[src/design/mfma_pkg.sv]
package mfma_pkg;

    // Field widths fixed by the frame layout
    localparam int ID_W      = 11;
    localparam int BYTE_W    = 8;
    localparam int ENC_W     = 16;
    localparam int DPC_W     = 24;
    localparam int ANGLE_W   = 48;
    // Widest angle sum before saturation (largest count width plus scale headroom)
    localparam int WIDE_W    = 57;
    localparam int CFG_IDX_W = 8;
    localparam int CFG_DAT_W = 24;

    localparam logic [CFG_IDX_W-1:0] REG_MOTOR_ID      = 8'd0;
    localparam logic [CFG_IDX_W-1:0] REG_DEG_PER_COUNT = 8'd1;
    localparam logic [CFG_IDX_W-1:0] REG_TEMP_LIMIT    = 8'd2;
    localparam logic [CFG_IDX_W-1:0] REG_OVERHEAT_LIM  = 8'd3;

    localparam logic [ID_W-1:0]   RST_MOTOR_ID      = 11'd517;
    localparam logic [DPC_W-1:0]  RST_DEG_PER_COUNT = 24'd737280;
    localparam logic [BYTE_W-1:0] RST_TEMP_LIMIT    = 8'd80;
    localparam logic [15:0]       RST_OVERHEAT_LIM  = 16'd200;

    typedef struct packed {
        logic [ID_W-1:0]   frame_id;
        logic [BYTE_W-1:0] byte0;
        logic [BYTE_W-1:0] byte1;
        logic [BYTE_W-1:0] byte2;
        logic [BYTE_W-1:0] byte3;
        logic [BYTE_W-1:0] byte4;
        logic [BYTE_W-1:0] byte5;
        logic [BYTE_W-1:0] byte6;
    } t_req;

    typedef struct packed {
        logic                      matched;
        logic [ENC_W-1:0]          encoder_raw;
        logic signed [15:0]        speed;
        logic signed [15:0]        current;
        logic [BYTE_W-1:0]         temperature;
        logic signed [ANGLE_W-1:0] angle_q8;
        logic                      over_temperature;
    } t_rsp;

    // Load strobes for the two scaling stages
    typedef struct packed {
        logic load_c;
        logic load_d;
    } t_stage_en;

endpackage

[src/design/mfma_track.sv]
module mfma_track
    import mfma_pkg::*;
#(
    parameter int ENCODER_COUNTS = 8192,
    parameter int SUM_BITS       = 40
) (
    input  logic                       i_clk,
    input  logic                       i_rst_n,
    input  logic                       i_step,
    input  t_req                       i_req,
    input  logic [ID_W-1:0]            i_motor_id,
    input  logic [BYTE_W-1:0]          i_temp_limit,
    input  logic [15:0]                i_overheat_limit,
    output t_rsp                       o_rsp,
    output logic signed [SUM_BITS-1:0] o_count_sum
);

    localparam logic signed [17:0] ENC_SPAN = 18'(ENCODER_COUNTS);
    localparam logic signed [SUM_BITS-1:0] SUM_MAX = {1'b0, {(SUM_BITS-1){1'b1}}};
    localparam logic signed [SUM_BITS-1:0] SUM_MIN = {1'b1, {(SUM_BITS-1){1'b0}}};

    logic                       r_started;
    logic [ENC_W-1:0]           r_prev;
    logic signed [SUM_BITS-1:0] r_sum;
    logic [15:0]                r_streak;
    logic                       r_flag;

    logic [15:0]                n_streak;
    logic                       n_flag;
    logic signed [SUM_BITS-1:0] n_sum;

    logic                       matched;
    logic [ENC_W-1:0]           enc;
    logic [ENC_W-1:0]           prev_eff;
    logic [16:0]                streak_inc;
    logic signed [17:0]         diff;
    logic signed [17:0]         wrapped;
    logic signed [17:0]         step;
    logic [17:0]                abs_d;
    logic [17:0]                abs_w;
    logic signed [SUM_BITS-1:0] sum_base;
    logic signed [SUM_BITS:0]   sum_ext;

    t_rsp                       r_rsp;
    logic signed [SUM_BITS-1:0] r_cs;

    always_comb begin
        matched    = (i_req.frame_id == i_motor_id);
        enc        = {i_req.byte0, i_req.byte1};

        // overheat streak; flag is sticky
        streak_inc = 17'(r_streak) + 17'd1;
        n_streak   = 16'd0;
        n_flag     = r_flag;
        if (i_req.byte6 > i_temp_limit) begin
            if (streak_inc > {1'b0, i_overheat_limit}) begin
                n_flag = 1'b1;
            end else begin
                n_streak = streak_inc[15:0];
            end
        end

        // first match seeds previous position and zeroes the sum
        prev_eff = r_started ? r_prev : enc;
        sum_base = r_started ? r_sum : '0;

        diff = $signed({2'b00, enc}) - $signed({2'b00, prev_eff});
        if (enc < prev_eff) begin
            wrapped = diff + ENC_SPAN;
        end else if (enc > prev_eff) begin
            wrapped = diff - ENC_SPAN;
        end else begin
            wrapped = 18'sd0;
        end
        abs_d = diff[17]    ? 18'(-diff)    : 18'(diff);
        abs_w = wrapped[17] ? 18'(-wrapped) : 18'(wrapped);
        // ties go to the wrapped step
        step  = (abs_w > abs_d) ? diff : wrapped;

        sum_ext = (SUM_BITS+1)'(sum_base) + (SUM_BITS+1)'(step);
        if (sum_ext[SUM_BITS] != sum_ext[SUM_BITS-1]) begin
            n_sum = sum_ext[SUM_BITS] ? SUM_MIN : SUM_MAX;
        end else begin
            n_sum = sum_ext[SUM_BITS-1:0];
        end
    end

    always_ff @(posedge i_clk) begin
        if (!i_rst_n) begin
            r_started <= 1'b0;
            r_prev    <= '0;
            r_sum     <= '0;
            r_streak  <= '0;
            r_flag    <= 1'b0;
        end else if (i_step && matched) begin
            r_started <= 1'b1;
            r_prev    <= enc;
            r_sum     <= n_sum;
            r_streak  <= n_streak;
            r_flag    <= n_flag;
        end
    end

    always_ff @(posedge i_clk) begin
        if (i_step) begin
            if (matched) begin
                r_rsp.matched          <= 1'b1;
                r_rsp.encoder_raw      <= enc;
                r_rsp.speed            <= $signed({i_req.byte2, i_req.byte3});
                r_rsp.current          <= $signed({i_req.byte4, i_req.byte5});
                r_rsp.temperature      <= i_req.byte6;
                r_rsp.angle_q8         <= '0;
                r_rsp.over_temperature <= n_flag;
                r_cs                   <= n_sum;
            end else begin
                r_rsp <= '0;
                r_cs  <= '0;
            end
        end
    end

    assign o_rsp       = r_rsp;
    assign o_count_sum = r_cs;

endmodule

[src/design/mfma_scale.sv]
module mfma_scale
    import mfma_pkg::*;
#(
    parameter int SUM_BITS = 40
) (
    input  logic                       i_clk,
    input  t_stage_en                  i_en,
    input  t_rsp                       i_rsp,
    input  logic signed [SUM_BITS-1:0] i_count_sum,
    input  logic [DPC_W-1:0]           i_deg_per_count,
    output t_rsp                       o_rsp
);

    // count = hi * 2^16 + lo, so floor(count * dpc / 2^16) = hi*dpc + (lo*dpc >> 16)
    localparam int HI_W  = SUM_BITS - 16;
    localparam int PHI_W = SUM_BITS + 8;
    localparam int PLO_W = 16 + DPC_W;

    localparam logic signed [ANGLE_W-1:0] ANG_MAX = {1'b0, {(ANGLE_W-1){1'b1}}};
    localparam logic signed [ANGLE_W-1:0] ANG_MIN = {1'b1, {(ANGLE_W-1){1'b0}}};

    logic signed [HI_W-1:0]   cs_hi;
    logic [15:0]              cs_lo;
    logic signed [DPC_W:0]    dpc_s;
    logic signed [PHI_W-1:0]  n_p_hi;
    logic [PLO_W-1:0]         n_p_lo;
    logic signed [PHI_W-1:0]  r_p_hi;
    logic [PLO_W-1:0]         r_p_lo;
    t_rsp                     r_rsp_c;
    t_rsp                     r_rsp_d;
    t_rsp                     n_rsp_d;
    logic signed [WIDE_W-1:0] wide;
    logic [WIDE_W-ANGLE_W:0]  top_bits;
    logic signed [ANGLE_W-1:0] angle;

    always_comb begin
        cs_hi  = i_count_sum[SUM_BITS-1:16];
        cs_lo  = i_count_sum[15:0];
        dpc_s  = $signed({1'b0, i_deg_per_count});
        n_p_hi = PHI_W'(cs_hi) * PHI_W'(dpc_s);
        n_p_lo = PLO_W'(cs_lo) * PLO_W'(i_deg_per_count);
    end

    always_ff @(posedge i_clk) begin
        if (i_en.load_c) begin
            r_p_hi  <= n_p_hi;
            r_p_lo  <= n_p_lo;
            r_rsp_c <= i_rsp;
        end
    end

    always_comb begin
        wide     = WIDE_W'(r_p_hi) + WIDE_W'($signed({1'b0, r_p_lo[PLO_W-1:16]}));
        top_bits = wide[WIDE_W-1:ANGLE_W-1];
        if ((&top_bits) || !(|top_bits)) begin
            angle = wide[ANGLE_W-1:0];
        end else begin
            angle = wide[WIDE_W-1] ? ANG_MIN : ANG_MAX;
        end
        n_rsp_d          = r_rsp_c;
        n_rsp_d.angle_q8 = angle;
    end

    always_ff @(posedge i_clk) begin
        if (i_en.load_d) begin
            r_rsp_d <= n_rsp_d;
        end
    end

    assign o_rsp = r_rsp_d;

endmodule

[src/design/motor_feedback_multiturn_angle_core.sv]
// Motor feedback multi-turn angle core.
// Request channel (i_req_valid/o_req_ready, i_req): one received feedback frame,
//   identifier plus seven payload bytes. One request is taken per cycle while o_req_ready is high.
// Response channel (o_rsp_valid/i_rsp_ready, o_rsp): exactly one response per
//   request, in order. Non-matching identifiers give an all-zero response.
// Config channel (i_cfg_valid/o_cfg_ready, i_cfg_index, i_cfg_data): always ready;
//   the user must write it only while the core holds no request in flight (unchecked).
// Path: a taken request passes through four registers - input, unwrap and count
//   update, scale multipliers, angle add/saturate - before its response is valid.
// Throughput: 1 request per cycle while i_rsp_ready does not stall the pipe. The count
//   accumulator closes its loop through a single register; the scaling multiply is a feed-forward pipe.
// Stall: each stage holds while the one after it is full and not draining, so
//   bubbles are squeezed out and up to four requests sit in the pipe while the
//   receiver holds i_rsp_ready low.
// Reset (i_rst_n, synchronous): empties the pipe, clears the unwrap/overheat
//   state and reloads config defaults.
module motor_feedback_multiturn_angle_core
    import mfma_pkg::*;
#(
    parameter int ENCODER_COUNTS = 8192,
    parameter int SUM_BITS       = 40
) (
    input  logic                 i_clk,
    input  logic                 i_rst_n,
    input  logic                 i_req_valid,
    output logic                 o_req_ready,
    input  t_req                 i_req,
    output logic                 o_rsp_valid,
    input  logic                 i_rsp_ready,
    output t_rsp                 o_rsp,
    input  logic                 i_cfg_valid,
    output logic                 o_cfg_ready,
    input  logic [CFG_IDX_W-1:0] i_cfg_index,
    input  logic [CFG_DAT_W-1:0] i_cfg_data
);

    // config registers
    logic [ID_W-1:0]   r_motor_id;
    logic [DPC_W-1:0]  r_deg_per_count;
    logic [BYTE_W-1:0] r_temp_limit;
    logic [15:0]       r_overheat_lim;

    // stage valids: A input, B tracked, C products, D output
    logic r_va, r_vb, r_vc, r_vd;
    logic free_a, free_b, free_c, free_d;

    t_req                       r_req;
    t_rsp                       trk_rsp;
    logic signed [SUM_BITS-1:0] trk_cs;
    t_stage_en                  stage_en;
    logic                       step;

    assign o_cfg_ready = 1'b1;

    always_ff @(posedge i_clk) begin
        if (!i_rst_n) begin
            r_motor_id      <= RST_MOTOR_ID;
            r_deg_per_count <= RST_DEG_PER_COUNT;
            r_temp_limit    <= RST_TEMP_LIMIT;
            r_overheat_lim  <= RST_OVERHEAT_LIM;
        end else if (i_cfg_valid) begin
            unique case (i_cfg_index)
                REG_MOTOR_ID:      r_motor_id      <= i_cfg_data[ID_W-1:0];
                REG_DEG_PER_COUNT: r_deg_per_count <= i_cfg_data[DPC_W-1:0];
                REG_TEMP_LIMIT:    r_temp_limit    <= i_cfg_data[BYTE_W-1:0];
                REG_OVERHEAT_LIM:  r_overheat_lim  <= i_cfg_data[15:0];
                default: ;         // unmapped index, ignored
            endcase
        end
    end

    // a stage can load when empty or when its contents move on
    always_comb begin
        free_d = !r_vd || i_rsp_ready;
        free_c = !r_vc || free_d;
        free_b = !r_vb || free_c;
        free_a = !r_va || free_b;
        step            = r_va && free_b;
        stage_en.load_c = r_vb && free_c;
        stage_en.load_d = r_vc && free_d;
    end

    assign o_req_ready = free_a;
    assign o_rsp_valid = r_vd;

    always_ff @(posedge i_clk) begin
        if (!i_rst_n) begin
            r_va <= 1'b0;
            r_vb <= 1'b0;
            r_vc <= 1'b0;
            r_vd <= 1'b0;
        end else begin
            if (free_a) begin
                r_va <= i_req_valid;
            end
            if (free_b) begin
                r_vb <= r_va;
            end
            if (free_c) begin
                r_vc <= r_vb;
            end
            if (free_d) begin
                r_vd <= r_vc;
            end
        end
    end

    always_ff @(posedge i_clk) begin
        if (i_req_valid && free_a) begin
            r_req <= i_req;
        end
    end

    mfma_track #(
        .ENCODER_COUNTS (ENCODER_COUNTS),
        .SUM_BITS       (SUM_BITS)
    ) u_track (
        .i_clk            (i_clk),
        .i_rst_n          (i_rst_n),
        .i_step           (step),
        .i_req            (r_req),
        .i_motor_id       (r_motor_id),
        .i_temp_limit     (r_temp_limit),
        .i_overheat_limit (r_overheat_lim),
        .o_rsp            (trk_rsp),
        .o_count_sum      (trk_cs)
    );

    mfma_scale #(
        .SUM_BITS (SUM_BITS)
    ) u_scale (
        .i_clk           (i_clk),
        .i_en            (stage_en),
        .i_rsp           (trk_rsp),
        .i_count_sum     (trk_cs),
        .i_deg_per_count (r_deg_per_count),
        .o_rsp           (o_rsp)
    );

endmodule
[config.mk]
export PLATFORM = sky130hd
export DESIGN_NAME = motor_feedback_multiturn_angle_core
export DESIGN_NICKNAME = d
export VERILOG_FILES = /design/src/design/mfma_pkg.sv /design/src/design/mfma_track.sv /design/src/design/mfma_scale.sv /design/src/design/motor_feedback_multiturn_angle_core.sv
export SDC_FILE = /design/constraint.sdc
export NUM_CORES = 2
export LEC_CHECK = 0
export ABC_AREA = 1
export BUFFER_PORTS_ARGS = -buffer_cell sky130_fd_sc_hd__buf_4
export CORE_ASPECT_RATIO = 0.7
export CORE_UTILIZATION = 45
export DETAILED_ROUTE_END_ITERATION = 7
export GPL_TIMING_DRIVEN = 0
export PLACE_DENSITY = 0.72
export SLEW_MARGIN = 15
export SYNTH_ARGS = -nofsm -noshare
export SYNTH_HDL_FRONTEND = slang
export SYNTH_SLANG_ARGS = --single-unit
export TNS_END_PERCENT = 10
[constraint.sdc]
create_clock -name i_clk -period 20.5 [get_ports i_clk]
set_clock_uncertainty 0.05 [all_clocks]
set_input_delay 4.1 -clock i_clk [delete_from_list [all_inputs] [get_ports i_clk]]
set_output_delay 4.1 -clock i_clk [all_outputs]
set_load 0.02 [all_outputs]
==> results.sh <==
export IMPL_crit_path_end_kind="output pin"
export IMPL_cts_sinks=538
export IMPL_irDropWorstVdd_v=0.00006980
export IMPL_syn_area_sq_um=59170
export IMPL_slew_violations=0
export IMPL_routedWlPerCell_um=21.26
export IMPL_fillers=12250
export IMPL_io_buffers=210
export IMPL_reg2reg_from="r_deg_per_count[1]$_SDFFE_PN0P_"
export IMPL_p_per_area_nw_per_um2=59.59
export IMPL_hp_start="u_track.o_rsp[95]$_SDFFCE_PN0P_"
export IMPL_gp_congestion=1.014
export IMPL_netSwitchingPower_uw=1530
export IMPL_first_pass_iters=6
export IMPL_r2r_end="u_scale.r_p_hi[45]$_DFFE_PP_"
export IMPL_drt_iter0_markers=5157
export IMPL_ant_nets=0
export IMPL_slew_headroom=0.08001
export IMPL_finalNetCount=8776
export IMPL_seq_power_share=0.330
export IMPL_cts_root_buf="clkbuf_16"
export IMPL_ys_ff_latch=538
export IMPL_clock_power_share=0.281
export IMPL_cts_buffers=56
export IMPL_crit_path_max_fanout=3
export IMPL_yosys_warnings=0
export IMPL_hold_buffers=0
export IMPL_dr_total_vias=48950
export IMPL_path_cells="buf_4 -> nor2_1 -> inv_1 -> nor2_1 -> inv_1 -> nor2_1 -> inv_1 -> nor2_1 -> inv_1 -> buf_4"
export IMPL_ys_flop_type="edfxtp_1"
export IMPL_crit_path_max_incr_delay_ns=0.24
export IMPL_routed_via_density=5.299
export IMPL_fin_util=0.5032
export IMPL_grt_antenna_before_repair=6
export IMPL_max_cap_viol_count=0
export IMPL_core_sq_um=129500
export IMPL_htreeDepth=2
export IMPL_min_period_ns=9.583
export IMPL_r2r_slack_ns=12.13
export IMPL_cp_data_arrival_time_ns=5.43
export IMPL_switching_share=0.3939
export IMPL_cts_setup_buffers=0
export IMPL_die_h_um=305.4
export IMPL_criticalPathCategory="in -> out"
export IMPL_place_ws_ns=10.95
export IMPL_place_hpwl_um=162100
export IMPL_num_rows=110
export IMPL_synthArstFlopShare=0
export IMPL_yosysSeqAreaShare=0.2498
export IMPL_ios=213
export IMPL_cp_start_kind="input pin"
export IMPL_p_comb_frac=0.390
export IMPL_totalWireLength_um=196400
export IMPL_place_area_sq_um=63190
export IMPL_reg2reg_depth=23
export IMPL_cts_clk_slew_worst_paths_ns=0.07
export IMPL_total_power_uw=3884
export IMPL_cp_slowest_cell="nor2_1"
export IMPL_grt_pass1_vias=48840
export IMPL_p_leak_uw=0.03337
export IMPL_drive_gt1_frac=0.05630
export IMPL_die_w_um=435.4
export IMPL_drc_errors=0
export IMPL_fmax_mhz=104.3
export IMPL_grt_max_degree=88
export IMPL_area_growth_pct=10.14
export IMPL_p_int_uw=2354
export IMPL_grt_first_pass_wirelength_um=296200
export IMPL_setup_violations=0
export IMPL_crit_family="buffers and inverters"
export IMPL_period_share=0.4675
export IMPL_globalRouteOverflowTotal=0
export IMPL_whs_path_depth=0
export IMPL_tightest_slew_ns=1.380
export IMPL_min_to="u_scale.n_rsp_d[95]$_DFFE_PP_"
export IMPL_track_usage=0.2969
export IMPL_ctsResizeCount=0
export IMPL_hold_class="reg -> reg"
export IMPL_worstPathRequired_ns=16.35
export IMPL_fin_area_sq_um=65170
export IMPL_start_util=0.4569
export IMPL_setup_tns_final_ns=0
export IMPL_syn_area_per_cell_sq_um=8.253
export IMPL_synth_edf_count=401
export IMPL_clockBufferDepth=3
export IMPL_clock_latency_ns=0.70
export IMPL_ys_types=49
export IMPL_netlist_instances=7170
export IMPL_die_area_sq_um=133000
export IMPL_worst_slack_ns=10.92
export IMPL_cts_tree="yes"
export IMPL_path_buf_inv=6
export IMPL_finalHoldViolCount=0
export IMPL_status="completed"
export IMPL_rsz0062_at_grt="false"
==> how the worst max path moves through the flow <==
stage | cells after the start | slack (ns) | start | end
6_report | 10 | 10.92 | i_rsp_ready | o_req_ready
5_1_grt | 10 | 10.81 | i_rsp_ready | o_req_ready
4_1_cts | 10 | 10.92 | i_rsp_ready | o_req_ready
3_5_place_dp | 10 | 10.95 | i_rsp_ready | o_req_ready
3_3_place_gp | 3 | 8.33 | i_rsp_ready | u_scale.o_rsp[2]$_DFFE_PP_
2_1_floorplan | 2 | 11.28 | i_rsp_ready | u_scale.o_rsp[0]$_DFFE_PP_
==> layout by cell type (no fill, tap or decap), types with 30 or more instances in the layout <==
master	synthesis	routed
nand2_1	1827	1827
clkbuf_1	222	228
a21oi_1	309	309
nand3_1	197	197
ha_1	433	433
nor2_1	417	415
nand4_1	38	38
edfxtp_1	401	401
xor2_1	133	133
clkbuf_16	0	58
nor3_1	33	33
o21ai_0	201	199
dfxtp_1	137	137
buf_4	8	218
or2_2	30	30
o21a_1	41	41
inv_1	1697	1695
xnor2_1	45	45
fa_1	790	790
==> final cells by class <==
class | count | area, sq um | share of cell area
inverters | 1700 | 6396 | 0.09814
repair buffers | 220 | 1805 | 0.02770
flip-flops and latches | 538 | 14780 | 0.2268
diodes | 6 | 15.01 | 0.0002304
clock buffers | 66 | 1501 | 0.02304
plain buffers | 259 | 1082 | 0.01661
clock inverters | 39 | 469.2 | 0.007199
well taps | 1736 | 2172 | 0.03333
multi-input cells | 4674 | 36950 | 0.5669
==> through the flow <==
| step | hold slack (ns) | cells |
|---|---|---|
| finish | 0.3663 | 9238 |
| global route | 0.3728 | 9235 |
| CTS | 0.3668 | 9232 |
| detailed placement | 0.3545 | 9127 |
| global placement | 0.3506 | 9117 |
| floorplan | 0.3503 | 7171 |
==> cells in the mapped netlist, types with 10 or more instances <==
cell / count / area (sq um)
ha_1: 433 / 5418
fa_1: 790 / 15820
a21o_1: 26 / 195.2
o21bai_1: 29 / 217.7
o21a_1: 41 / 307.8
inv_1: 1697 / 6370
a21oi_1: 309 / 1546
xnor2_1: 45 / 394.1
o211ai_1: 10 / 75.07
clkbuf_1: 222 / 833.3
nand3_1: 197 / 986.0
or2_2: 30 / 187.7
nand4_1: 38 / 237.7
o21ai_0: 201 / 1006
xor2_1: 133 / 1165
nand2_2: 24 / 150.1
buf_2: 16 / 80.08
edfxtp_1: 401 / 12040
dfxtp_1: 137 / 2743
a31oi_1: 25 / 156.4
nor2_1: 417 / 1565
nor4_1: 15 / 93.84
nor3_1: 33 / 165.2
nand2_1: 1827 / 6858
==> kinds of logic after synthesis <==
family | share of synthesized area
compound gates | 0.06290
xor+xnor | 0.02635
buf+inv | 0.1262
flops | 0.2498
simple gates | 0.1758
fa+ha+maj | 0.3588
other cells | 0.0001269
==> power groups by stage <==
stage	Clock, uW	Combinational [uW]	Sequential (uW)
global route	1140	1660	1280
detailed placement	0	1460	1300
finish	1090	1510	1280
CTS	1100	1470	1280
floorplan	0	983	1290
global placement	0	1450	1310
==> flip-flops by register name, indices dropped and copies added, names as in the netlist, 24 cells and up <==
name	count
u_scale.o_rsp	106
r_req	67
u_scale.n_rsp_d	58
u_track.o_rsp	58
u_scale.r_p_hi	48
u_track.o_count_sum	40
u_track.r_sum	40
r_deg_per_count	24
u_scale.r_p_lo	24
==> routing by layer <==
layer / GRT usage / part of all wire / vias to the layer above / wire, um
met1: 0.4285 / 0.43 / 23800 / 84670
met3: 0.1015 / 0.14 / 347 / 26980
met2: 0.4113 / 0.39 / 2591 / 77090
met4: 0.1015 / 0.038 / 4 / 7492
met5: 0.006093 / 0.00065 / - / 127
li1: - / - / 22210 / -
No activity file was read; power rests on OpenSTA's default activity.
